$ cat config.mk
export PLATFORM = sky130hd
export DESIGN_NAME = stop_and_wait_sender_adaptive_rto
export DESIGN_NICKNAME = d
export VERILOG_FILES = /design/src/design/swart_pkg.sv /design/src/design/swart_ram.sv /design/src/design/swart_div10.sv /design/src/design/stop_and_wait_sender_adaptive_rto.sv
export SDC_FILE = /design/constraint.sdc
export NUM_CORES = 2
export LEC_CHECK = 0
export ABC_AREA = 1
export CORE_MARGIN = 1
export CORE_UTILIZATION = 40
export CTS_CLUSTER_DIAMETER = 50
export CTS_CLUSTER_SIZE = 28
export DETAILED_ROUTE_END_ITERATION = 12
export DONT_BUFFER_PORTS = 1
export PLACE_DENSITY = 0.51
export SYNTH_ARGS = -nofsm -noshare
export SYNTH_HDL_FRONTEND = slang
export SYNTH_SLANG_ARGS = --single-unit
$ cat constraint.sdc
create_clock -name clk_i -period 8.84 [get_ports clk_i]
set_input_delay 0.442 -clock clk_i [delete_from_list [all_inputs] [get_ports clk_i]]
set_output_delay 0.442 -clock clk_i [all_outputs]
set_load 0.005 [all_outputs]
$ cat src/design/swart_pkg.sv
`timescale 1ns / 1ps
package swart_pkg;

  localparam int CMD_W     = 2;
  localparam int CFG_IDX_W = 2;
  localparam int CFG_W     = 24;

  localparam logic [CMD_W-1:0] CMD_START = 2'd0;
  localparam logic [CMD_W-1:0] CMD_TICK  = 2'd1;
  localparam logic [CMD_W-1:0] CMD_ACK   = 2'd2;

  localparam logic [CFG_IDX_W-1:0] REG_FILE_SIZE  = 2'd0;
  localparam logic [CFG_IDX_W-1:0] REG_BLOCK_SIZE = 2'd1;
  localparam logic [CFG_IDX_W-1:0] REG_INIT_TMO   = 2'd2;

  localparam logic [2:0] KIND_DATA  = 3'd0;
  localparam logic [2:0] KIND_END   = 3'd1;
  localparam logic [2:0] KIND_ABORT = 3'd2;
  localparam logic [2:0] KIND_DONE  = 3'd3;
  localparam logic [2:0] KIND_UNACK = 3'd4;

  localparam logic [1:0] SEQ_END = 2'd2;

  localparam logic [31:0] US_PER_MS = 32'd1000;

  // divide-by-ten unit: dividend width
  localparam int DIV_W = 36;

  typedef enum logic [1:0] {
    PH_IDLE,
    PH_DATA,
    PH_END
  } phase_e;

  typedef enum logic [3:0] {
    S_IDLE,
    S_SEND,
    S_PUSH,
    S_SHIFT,
    S_SHIFTW,
    S_SRCH,
    S_SRCHC,
    S_MUL,
    S_DIV1,
    S_SCALE,
    S_DIV2,
    S_ADV,
    S_EMIT
  } state_e;

endpackage

$ cat src/design/swart_ram.sv
`timescale 1ns / 1ps
module swart_ram #(
  parameter int WIDTH = 32,
  parameter int DEPTH = 8
) (
  input  logic                     clk_i,
  input  logic                     we_i,
  input  logic [$clog2(DEPTH)-1:0] waddr_i,
  input  logic [WIDTH-1:0]         wdata_i,
  input  logic [$clog2(DEPTH)-1:0] raddr_i,
  output logic [WIDTH-1:0]         rdata_o
);

  logic [WIDTH-1:0] mem [DEPTH];
  logic [WIDTH-1:0] rdata_q;

  always_ff @(posedge clk_i) begin
    if (we_i) begin
      mem[waddr_i] <= wdata_i;
    end
    rdata_q <= mem[raddr_i];
  end

  assign rdata_o = rdata_q;

endmodule

$ cat src/design/swart_div10.sv
`timescale 1ns / 1ps
module swart_div10 (
  input  logic                       clk_i,
  input  logic                       rst_ni,
  input  logic                       start_i,
  input  logic [swart_pkg::DIV_W-1:0] num_i,
  output logic                       done_o,
  output logic [swart_pkg::DIV_W-1:0] quot_o
);
  import swart_pkg::*;

  logic             busy_q, busy_d;
  logic             done_q, done_d;
  logic [2:0]       step_q, step_d;
  logic [DIV_W-1:0] num_q, num_d;
  logic [DIV_W-1:0] quot_q, quot_d;

  // n * 0.8 by shift-add, then >> 3 gives n / 10 low by at most one;
  // the remainder check fixes that up
  always_comb begin
    busy_d = busy_q;
    done_d = 1'b0;
    step_d = step_q;
    num_d  = num_q;
    quot_d = quot_q;
    if (start_i) begin
      busy_d = 1'b1;
      step_d = '0;
      num_d  = num_i;
      quot_d = '0;
    end else if (busy_q) begin
      step_d = step_q + 3'd1;
      case (step_q)
        3'd0: quot_d = (num_q >> 1) + (num_q >> 2);
        3'd1: quot_d = quot_q + (quot_q >> 4);
        3'd2: quot_d = quot_q + (quot_q >> 8);
        3'd3: quot_d = quot_q + (quot_q >> 16);
        3'd4: quot_d = quot_q + (quot_q >> 32);
        3'd5: quot_d = quot_q >> 3;
        // remainder kept in place of the dividend
        3'd6: num_d = num_q - ((quot_q << 3) + (quot_q << 1));
        3'd7: begin
          quot_d = quot_q + ((num_q > DIV_W'(9)) ? DIV_W'(1) : DIV_W'(0));
          busy_d = 1'b0;
          done_d = 1'b1;
        end
        default: ;
      endcase
    end
  end

  always_ff @(posedge clk_i or negedge rst_ni) begin
    if (!rst_ni) begin
      busy_q <= 1'b0;
      done_q <= 1'b0;
      step_q <= '0;
      num_q  <= '0;
      quot_q <= '0;
    end else begin
      busy_q <= busy_d;
      done_q <= done_d;
      step_q <= step_d;
      num_q  <= num_d;
      quot_q <= quot_d;
    end
  end

  assign done_o = done_q;
  assign quot_o = quot_q;

endmodule

$ cat src/design/stop_and_wait_sender_adaptive_rto.sv
`timescale 1ns / 1ps
// Stop-and-wait sender with an adaptive retransmit timeout.
// Config: write file_size, block_size and initial_timeout_ms through cfg_we_i,
// cfg_idx_i, cfg_data_i while the sender has no command in flight.
// Input channel (in_valid_i / in_stall_o) takes one command per beat: start,
// one microsecond tick, or ack with the echoed stamp in ack_stamp_i.
// Output channel (out_valid_o / out_stall_i) gives at most one result beat per
// command: a data block, the end marker, abort, done or end unacked.
// A start or a resend passes S_SEND and S_PUSH before S_EMIT loads the result
// beat (the end marker skips S_PUSH); abort and done go straight to S_EMIT; a
// tick that does not time out or an ignored command gives no beat and frees
// the input at once. A send that finds the stamp store full drops the oldest
// stamp first by shifting the store down. An ack scans the store one entry at
// a time through the registered RAM read; a match shifts later entries down
// and runs two divide-by-ten passes before the next block is sent.
// A finished result sits in the output register until taken; while the
// receiver stalls and a new result is ready, the sender holds in_stall_o high.
// Reset clears the clock, the timer, the phase and the stamp store fill count;
// the stamp RAM needs no clearing.
module stop_and_wait_sender_adaptive_rto #(
  parameter int PENDING_DEPTH = 8,
  parameter int MAX_BLOCK     = 1471,
  parameter int RETRY_LIMIT   = 2
) (
  input  logic                           clk_i,
  input  logic                           rst_ni,
  input  logic                           cfg_we_i,
  input  logic [swart_pkg::CFG_IDX_W-1:0] cfg_idx_i,
  input  logic [swart_pkg::CFG_W-1:0]     cfg_data_i,
  input  logic                           in_valid_i,
  output logic                           in_stall_o,
  input  logic [swart_pkg::CMD_W-1:0]     cmd_i,
  input  logic [31:0]                    ack_stamp_i,
  output logic                           out_valid_o,
  input  logic                           out_stall_i,
  output logic [2:0]                     kind_o,
  output logic [1:0]                     seq_o,
  output logic [23:0]                    offset_o,
  output logic [10:0]                    length_o,
  output logic [31:0]                    stamp_o,
  output logic [31:0]                    rto_o
);
  import swart_pkg::*;

  localparam int AW = $clog2(PENDING_DEPTH);
  localparam int CW = $clog2(PENDING_DEPTH + 1);

  state_e state_q, state_d;
  phase_e phase_q, phase_d;

  logic [23:0]    fs_q, fs_d;
  logic [10:0]    bs_q, bs_d;
  logic [21:0]    ims_q, ims_d;
  logic [31:0]    now_q, now_d;
  logic [31:0]    timer_q, timer_d;
  logic [31:0]    tmo_q, tmo_d;
  logic [31:0]    est_q, est_d;
  logic [1:0]     scnt_q, scnt_d;
  logic           alt_q, alt_d;
  logic [23:0]    off_q, off_d;
  logic [CW-1:0]  pcnt_q, pcnt_d;
  logic [CW-1:0]  idx_q, idx_d;
  logic [31:0]    ack_q, ack_d;
  logic [31:0]    sample_q, sample_d;
  logic           sel_next_q, sel_next_d;
  logic           push_after_q, push_after_d;

  logic [2:0]     rk_q, rk_d;
  logic [1:0]     rs_q, rs_d;
  logic [23:0]    ro_q, ro_d;
  logic [10:0]    rl_q, rl_d;
  logic [31:0]    rstamp_q, rstamp_d;
  logic [31:0]    rrto_q, rrto_d;

  logic           ovalid_q, ovalid_d;
  logic [2:0]     okind_q, okind_d;
  logic [1:0]     oseq_q, oseq_d;
  logic [23:0]    ooff_q, ooff_d;
  logic [10:0]    olen_q, olen_d;
  logic [31:0]    ostamp_q, ostamp_d;
  logic [31:0]    orto_q, orto_d;

  logic           ram_we;
  logic [AW-1:0]  ram_waddr, ram_raddr;
  logic [31:0]    ram_wdata, ram_rdata;

  logic           div_start, div_done;
  logic [DIV_W-1:0] div_num, div_quot;

  logic [10:0]    bs_eff;
  logic [23:0]    rem;
  logic [10:0]    curlen;
  logic [31:0]    tmo_fix;
  logic [31:0]    timer_dec;
  logic           send_end;
  logic [CW-1:0]  idx_p1;
  logic           tick_fire;
  logic           out_free;
  logic           match;

  swart_ram #(.WIDTH(32), .DEPTH(PENDING_DEPTH)) u_ram (
    .clk_i   (clk_i),
    .we_i    (ram_we),
    .waddr_i (ram_waddr),
    .wdata_i (ram_wdata),
    .raddr_i (ram_raddr),
    .rdata_o (ram_rdata)
  );

  swart_div10 u_div (
    .clk_i   (clk_i),
    .rst_ni  (rst_ni),
    .start_i (div_start),
    .num_i   (div_num),
    .done_o  (div_done),
    .quot_o  (div_quot)
  );

  always_comb begin
    if (bs_q == '0) begin
      bs_eff = 11'd1;
    end else if (bs_q > 11'(MAX_BLOCK)) begin
      bs_eff = 11'(MAX_BLOCK);
    end else begin
      bs_eff = bs_q;
    end
    rem       = (fs_q > off_q) ? fs_q - off_q : '0;
    curlen    = (rem < {13'd0, bs_eff}) ? rem[10:0] : bs_eff;
    tmo_fix   = (tmo_q == '0) ? 32'd1 : tmo_q;
    timer_dec = timer_q - 32'd1;
    send_end  = sel_next_q ? (off_q >= fs_q) : (phase_q == PH_END);
    idx_p1    = idx_q + CW'(1);
    tick_fire = (phase_q != PH_IDLE) && (timer_q != '0) && (timer_dec == '0);
    out_free  = !ovalid_q || !out_stall_i;
    match     = (ram_rdata == ack_q);
  end

  // next state
  always_comb begin
    state_d = state_q;
    case (state_q)
      S_IDLE: begin
        if (in_valid_i) begin
          case (cmd_i)
            CMD_START: state_d = S_SEND;
            CMD_TICK: begin
              if (tick_fire) begin
                state_d = (scnt_q >= 2'(RETRY_LIMIT)) ? S_EMIT : S_SEND;
              end
            end
            CMD_ACK: begin
              if (phase_q == PH_END) begin
                state_d = S_EMIT;
              end else if (phase_q == PH_DATA) begin
                state_d = S_SRCH;
              end
            end
            default: state_d = S_IDLE;
          endcase
        end
      end
      S_SEND: begin
        if (send_end) begin
          state_d = S_EMIT;
        end else if (pcnt_q == CW'(PENDING_DEPTH)) begin
          state_d = S_SHIFT;
        end else begin
          state_d = S_PUSH;
        end
      end
      S_PUSH:   state_d = S_EMIT;
      S_SHIFT: begin
        if (idx_p1 < pcnt_q) begin
          state_d = S_SHIFTW;
        end else begin
          state_d = push_after_q ? S_PUSH : S_MUL;
        end
      end
      S_SHIFTW: state_d = S_SHIFT;
      S_SRCH:   state_d = (idx_q < pcnt_q) ? S_SRCHC : S_ADV;
      S_SRCHC:  state_d = match ? S_SHIFT : S_SRCH;
      S_MUL:    state_d = S_DIV1;
      S_DIV1:   state_d = div_done ? S_SCALE : S_DIV1;
      S_SCALE:  state_d = S_DIV2;
      S_DIV2:   state_d = div_done ? S_ADV : S_DIV2;
      S_ADV:    state_d = S_SEND;
      S_EMIT:   state_d = out_free ? S_IDLE : S_EMIT;
      default:  state_d = S_IDLE;
    endcase
  end

  // outputs toward the RAM and the divider
  always_comb begin
    in_stall_o = (state_q != S_IDLE);
    ram_we     = 1'b0;
    ram_waddr  = idx_q[AW-1:0];
    ram_wdata  = ram_rdata;
    ram_raddr  = idx_p1[AW-1:0];
    div_start  = 1'b0;
    div_num    = '0;
    case (state_q)
      S_SRCH:   ram_raddr = idx_q[AW-1:0];
      S_SHIFTW: ram_we = 1'b1;
      S_PUSH: begin
        ram_we    = 1'b1;
        ram_waddr = pcnt_q[AW-1:0];
        ram_wdata = now_q;
      end
      S_MUL: begin
        div_start = 1'b1;
        // 7 * estimate + 3 * sample
        div_num   = ({4'd0, est_q} << 3) - {4'd0, est_q}
                  + ({4'd0, sample_q} << 1) + {4'd0, sample_q};
      end
      S_SCALE: begin
        div_start = 1'b1;
        div_num   = ({4'd0, est_q} << 3) + ({4'd0, est_q} << 2);
      end
      default: ;
    endcase
  end

  // datapath
  always_comb begin
    phase_d      = phase_q;
    fs_d         = fs_q;
    bs_d         = bs_q;
    ims_d        = ims_q;
    now_d        = now_q;
    timer_d      = timer_q;
    tmo_d        = tmo_q;
    est_d        = est_q;
    scnt_d       = scnt_q;
    alt_d        = alt_q;
    off_d        = off_q;
    pcnt_d       = pcnt_q;
    idx_d        = idx_q;
    ack_d        = ack_q;
    sample_d     = sample_q;
    sel_next_d   = sel_next_q;
    push_after_d = push_after_q;
    rk_d         = rk_q;
    rs_d         = rs_q;
    ro_d         = ro_q;
    rl_d         = rl_q;
    rstamp_d     = rstamp_q;
    rrto_d       = rrto_q;
    ovalid_d     = ovalid_q && out_stall_i;
    okind_d      = okind_q;
    oseq_d       = oseq_q;
    ooff_d       = ooff_q;
    olen_d       = olen_q;
    ostamp_d     = ostamp_q;
    orto_d       = orto_q;

    if (cfg_we_i) begin
      case (cfg_idx_i)
        REG_FILE_SIZE:  fs_d  = cfg_data_i;
        REG_BLOCK_SIZE: bs_d  = cfg_data_i[10:0];
        REG_INIT_TMO:   ims_d = cfg_data_i[21:0];
        default: ;
      endcase
    end

    case (state_q)
      S_IDLE: begin
        if (in_valid_i) begin
          ack_d = ack_stamp_i;
          case (cmd_i)
            CMD_START: begin
              tmo_d      = {10'd0, ims_q} * US_PER_MS;
              est_d      = {10'd0, ims_q} * US_PER_MS;
              scnt_d     = '0;
              alt_d      = 1'b0;
              off_d      = '0;
              pcnt_d     = '0;
              sel_next_d = 1'b1;
            end
            CMD_TICK: begin
              now_d = now_q + 32'd1;
              if (phase_q != PH_IDLE && timer_q != '0) begin
                timer_d = timer_dec;
              end
              if (tick_fire) begin
                if (scnt_q >= 2'(RETRY_LIMIT)) begin
                  phase_d  = PH_IDLE;
                  rk_d     = (phase_q == PH_DATA) ? KIND_ABORT : KIND_UNACK;
                  rs_d     = '0;
                  ro_d     = '0;
                  rl_d     = '0;
                  rstamp_d = '0;
                  rrto_d   = tmo_q;
                end else begin
                  scnt_d     = scnt_q + 2'd1;
                  sel_next_d = 1'b0;
                end
              end
            end
            CMD_ACK: begin
              if (phase_q == PH_END) begin
                phase_d  = PH_IDLE;
                timer_d  = '0;
                rk_d     = KIND_DONE;
                rs_d     = '0;
                ro_d     = '0;
                rl_d     = '0;
                rstamp_d = '0;
                rrto_d   = tmo_q;
              end else if (phase_q == PH_DATA) begin
                idx_d = '0;
              end
            end
            default: ;
          endcase
        end
      end
      S_SEND: begin
        tmo_d    = tmo_fix;
        timer_d  = tmo_fix;
        rrto_d   = tmo_fix;
        rstamp_d = now_q;
        ro_d     = off_q;
        if (send_end) begin
          phase_d = PH_END;
          rk_d    = KIND_END;
          rs_d    = SEQ_END;
          rl_d    = '0;
        end else begin
          phase_d = PH_DATA;
          rk_d    = KIND_DATA;
          rs_d    = {1'b0, alt_q};
          rl_d    = curlen;
          // store full: drop the oldest stamp first
          if (pcnt_q == CW'(PENDING_DEPTH)) begin
            idx_d        = '0;
            push_after_d = 1'b1;
          end
        end
      end
      S_PUSH:   pcnt_d = pcnt_q + CW'(1);
      S_SHIFT: begin
        if (!(idx_p1 < pcnt_q)) begin
          pcnt_d = pcnt_q - CW'(1);
        end
      end
      S_SHIFTW: idx_d = idx_p1;
      S_SRCHC: begin
        if (match) begin
          sample_d     = now_q - ram_rdata;
          push_after_d = 1'b0;
        end else begin
          idx_d = idx_p1;
        end
      end
      S_DIV1: begin
        if (div_done) begin
          est_d = div_quot[31:0];
        end
      end
      S_DIV2: begin
        if (div_done) begin
          if (div_quot[DIV_W-1:32] != '0) begin
            tmo_d = '1;
          end else if (div_quot[31:0] == '0) begin
            tmo_d = 32'd1;
          end else begin
            tmo_d = div_quot[31:0];
          end
        end
      end
      S_ADV: begin
        scnt_d     = '0;
        off_d      = off_q + {13'd0, curlen};
        alt_d      = !alt_q;
        sel_next_d = 1'b1;
      end
      S_EMIT: begin
        if (out_free) begin
          ovalid_d = 1'b1;
          okind_d  = rk_q;
          oseq_d   = rs_q;
          ooff_d   = ro_q;
          olen_d   = rl_q;
          ostamp_d = rstamp_q;
          orto_d   = rrto_q;
        end
      end
      default: ;
    endcase
  end

  always_ff @(posedge clk_i or negedge rst_ni) begin
    if (!rst_ni) begin
      state_q      <= S_IDLE;
      phase_q      <= PH_IDLE;
      fs_q         <= '0;
      bs_q         <= 11'd1024;
      ims_q        <= 22'd1000;
      now_q        <= '0;
      timer_q      <= '0;
      tmo_q        <= '0;
      est_q        <= '0;
      scnt_q       <= '0;
      alt_q        <= 1'b0;
      off_q        <= '0;
      pcnt_q       <= '0;
      idx_q        <= '0;
      sel_next_q   <= 1'b1;
      push_after_q <= 1'b0;
      ovalid_q     <= 1'b0;
    end else begin
      state_q      <= state_d;
      phase_q      <= phase_d;
      fs_q         <= fs_d;
      bs_q         <= bs_d;
      ims_q        <= ims_d;
      now_q        <= now_d;
      timer_q      <= timer_d;
      tmo_q        <= tmo_d;
      est_q        <= est_d;
      scnt_q       <= scnt_d;
      alt_q        <= alt_d;
      off_q        <= off_d;
      pcnt_q       <= pcnt_d;
      idx_q        <= idx_d;
      sel_next_q   <= sel_next_d;
      push_after_q <= push_after_d;
      ovalid_q     <= ovalid_d;
    end
  end

  always_ff @(posedge clk_i) begin
    ack_q    <= ack_d;
    sample_q <= sample_d;
    rk_q     <= rk_d;
    rs_q     <= rs_d;
    ro_q     <= ro_d;
    rl_q     <= rl_d;
    rstamp_q <= rstamp_d;
    rrto_q   <= rrto_d;
    okind_q  <= okind_d;
    oseq_q   <= oseq_d;
    ooff_q   <= ooff_d;
    olen_q   <= olen_d;
    ostamp_q <= ostamp_d;
    orto_q   <= orto_d;
  end

  assign out_valid_o = ovalid_q;
  assign kind_o      = okind_q;
  assign seq_o       = oseq_q;
  assign offset_o    = ooff_q;
  assign length_o    = olen_q;
  assign stamp_o     = ostamp_q;
  assign rto_o       = orto_q;

endmodule

==> impl_metrics.csv <==
group,metric,value,unit
outcome,status,"complete, no violations",
cts,clk_pin_slew_worst_paths,70,ps
global_routing,grt_max_degree,307,
global_routing,first_global_vias,46200,
yosys,synthTopCellsByCount,"1132 x nand2_1, 914 x inv_1, 713 x nor2_1",
critical_path,r2r_cells,35,
routing,drtPass1Iterations,8,
critical_path,crit_fanout,13,
hold_path,hold_start,"cfg_data_i[14]",
cells_and_area,nNetsFinal,7335,
critical_path,arrival,7270,ps
cts,clock_latency,760,ps
routing,ant_nets,0,
yosys,yosysMostFrequentCell,"nand2_1",
cts,numCtsBuffers,108,
run,cap_viol_max_count,0,
timing,tightest_slew,1070,ps
hold_path,hold_depth,2,
cts,cts_tree,"done",
timing,finalCriticalPeriod,6630,ps
yosys,synth.largest_area_cell,"edfxtp_1",
yosys,synth_cell_type_count,75,
timing,rsz0062_at_grt,"false",
global_routing,antenna_found_initial,8,
timing,slew_headroom,0.277,
cts,postCtsSetupBuffers,0,
critical_path,crit_top_cell,"nand2_1",
yosys,ys_ff_latch,866,
yosys,ys_dominant_reg_cell,"edfxtp_1",
yosys,ys_async_sr_fraction,0.353,
yosys,synth_cells,6705,
routing,drc,0,
cts,cts_buffer_depth,3,
timing,finalHoldViolations,0,
cells_and_area,utilization,0.452,
timing,fin_skew,62.9,ps
critical_path,critical_path.max_stage_delay,660,ps
cts,cts.sinks,866,
critical_path,end_kind,"register",
yosys,ys_warn_count,0,
timing,fmax,151,MHz
routing,drtIter0Drc,3623,
floorplan,io_pins,171,
yosys,synth-edff-count,528,
routing,wl_per_cell,22.0,um
timing,report.final.setup_viol,0,
cts,htreeDepth,3,
global_routing,gr-total-overflow,0,
cells_and_area,n_fill_cell,14100,
floorplan,start_util,0.404,
critical_path,crit_path_start_kind,"register",
yosys,ys_seq_area_frac,0.421,
cells_and_area,area_growth,11.8,%
global_routing,grt_pass1_wl,288000,um
cells_and_area,drive_above_1_share,0.0595,
yosys,synth_nets,7311,
floorplan,coreArea,142000,um^2
routing,vias,47000,
placed_design,numPortBuffers,0,
global_routing,grt_use_total,0.261,
routing,routed_via_density,5.39,
yosys,synth_area_leaders,"edfxtp_1 28%, dfrtp_1 13%, ha_1 7.9%",
critical_path,cp_slowest_cell,"nor2_1",
timing,tns,0,ps
floorplan,die_h,381,um
hold_path,hold_class,"primary input to register",
yosys,syn_area,57300,um^2
cts,clockRootBuffer,"clkbuf_16",
critical_path,path_class,"register to register",
yosys,syn_area_per_cell,8.55,um^2
floorplan,die_x,381,um
critical_path,worstSetupStartpoint,"fs_q[0]",
placed_design,dpl.hpwl,145000,um
timing,period_share,0.750,
placed_design,gp_congestion,0.951,
critical_path,crit_required,9490,ps
yosys,yosysTopAreaCellShare,0.276,
routing,wl,191000,um
floorplan,row_count,138,
floorplan,dieArea,145000,um^2
timing,finalMaxSlewViolations,0,
critical_path,r2r_start,"fs_q[0]",
[logic make-up (layout without fill, tap and decap cells)]
| logic type | count (synthesis) | after routing | share of synthesized area |
|---|---|---|---|
| and+or+nand+nor | 2424 | 2424 | 0.179 |
| AOI/OAI and AO/OA | 1556 | 1556 | 0.154 |
| buffers and inverters | 1134 | 1254 | 0.0753 |
| DFF | 866 | 866 | 0.421 |
| adders and majority gates | 541 | 541 | 0.141 |
| xor gates and xnor gates | 182 | 182 | 0.0278 |
| muxes | 2 | 2 | 0.000393 |
| other | 0 | 2 | 0 |
[final cells by class]
class                           instances  area, um^2  share of cell area
Multi-Input combinational cell       4705       29000               0.452
Sequential cell                       866       24200               0.377
Inverter                              940        3540              0.0551
Clock buffer                          116        2790              0.0434
Tap cell                             1890        2360              0.0369
Clock inverter                         90        1270              0.0198
Timing Repair Buffer                  108        1000              0.0156
Antenna cell                            2        5.00           0.0000781
[critical path: cells and delay by family (launching register included)]
kind / cells / cell delay, ps
and+or+nand+nor: 19 / 3180
adders and majority gates: 5 / 1450
AOI/OAI and AO/OA: 6 / 1140
DFF: 1 / 370
buffers and inverters: 5 / 370
[stage by stage]
stage | area [um^2] | std cells | worst slack (ps) | hold slack (ps)
final | 64100 | 8717 | 2210 | 61.9
after global routing | 64100 | 8716 | 1760 | 35.5
after CTS | 64100 | 8712 | 2360 | 4.59
after detailed placement | 59400 | 8453 | 2370 | 190
after global placement | 59400 | 8453 | 2470 | 189
after floorplan | 57300 | 6705 | 2410 | 146
[per-layer routing]
metal / GRT usage / part of all wire / vias up
li1: - / - / 22700
met3: 0.0340 / 0.046 / 335
met1: 0.349 / 0.45 / 22700
met5: 0 / 0.00022 / -
met4: 0.100 / 0.042 / 6
met2: 0.430 / 0.47 / 1235
[placed cells by master, fill, tap and decap left out, drive strengths merged, types with 101 or more instances in the layout]
cell type and instances:
xor2 120, clkbuf 116, dfrtp 298, o21bai 101
a21oi 463, nor2 726, fa 178, ha 363
o21ai 658, nand3 300, edfxtp 528, nand2 1146
inv 971
[flip-flops by register name (all words and copies together), names as in the netlist, 11 cells and up]
register and cells:
sample_q 32, u_div.quot_o 36, bs_q 11, u_ram.rdata_o 32, est_q 32, rl_q 11
off_q 24, rto_o 32, fs_q 24, offset_o 24, rrto_q 32, stamp_o 32
ims_q 22, tmo_q 32, ro_q 24, ack_q 32, rstamp_q 32, length_o 11
timer_q 32, u_ram.mem 256, u_div.num_q 36, now_q 32
[repair_timing]
item / in CTS / in global routing
resized for setup: 0 / 0
hold endpoints to repair: 386 / 52
hold buffers: 53 / 1
[path summary, 6_finish.rpt]
kind | to | slack, ps
hold reg to reg | offset_o[13] | 420
min in group asynchronous | u_div.num_q[14] | 380
hold / removal | ims_q[14] | 60
setup / recovery | off_q[22] | 2210
max in group asynchronous | fs_q[14] | 6820
setup reg to reg | off_q[22] | 2210
Power is left out: the tool's default activity adds up to more than one toggle a clock period on the data nets, which glitch-free logic cannot reach.
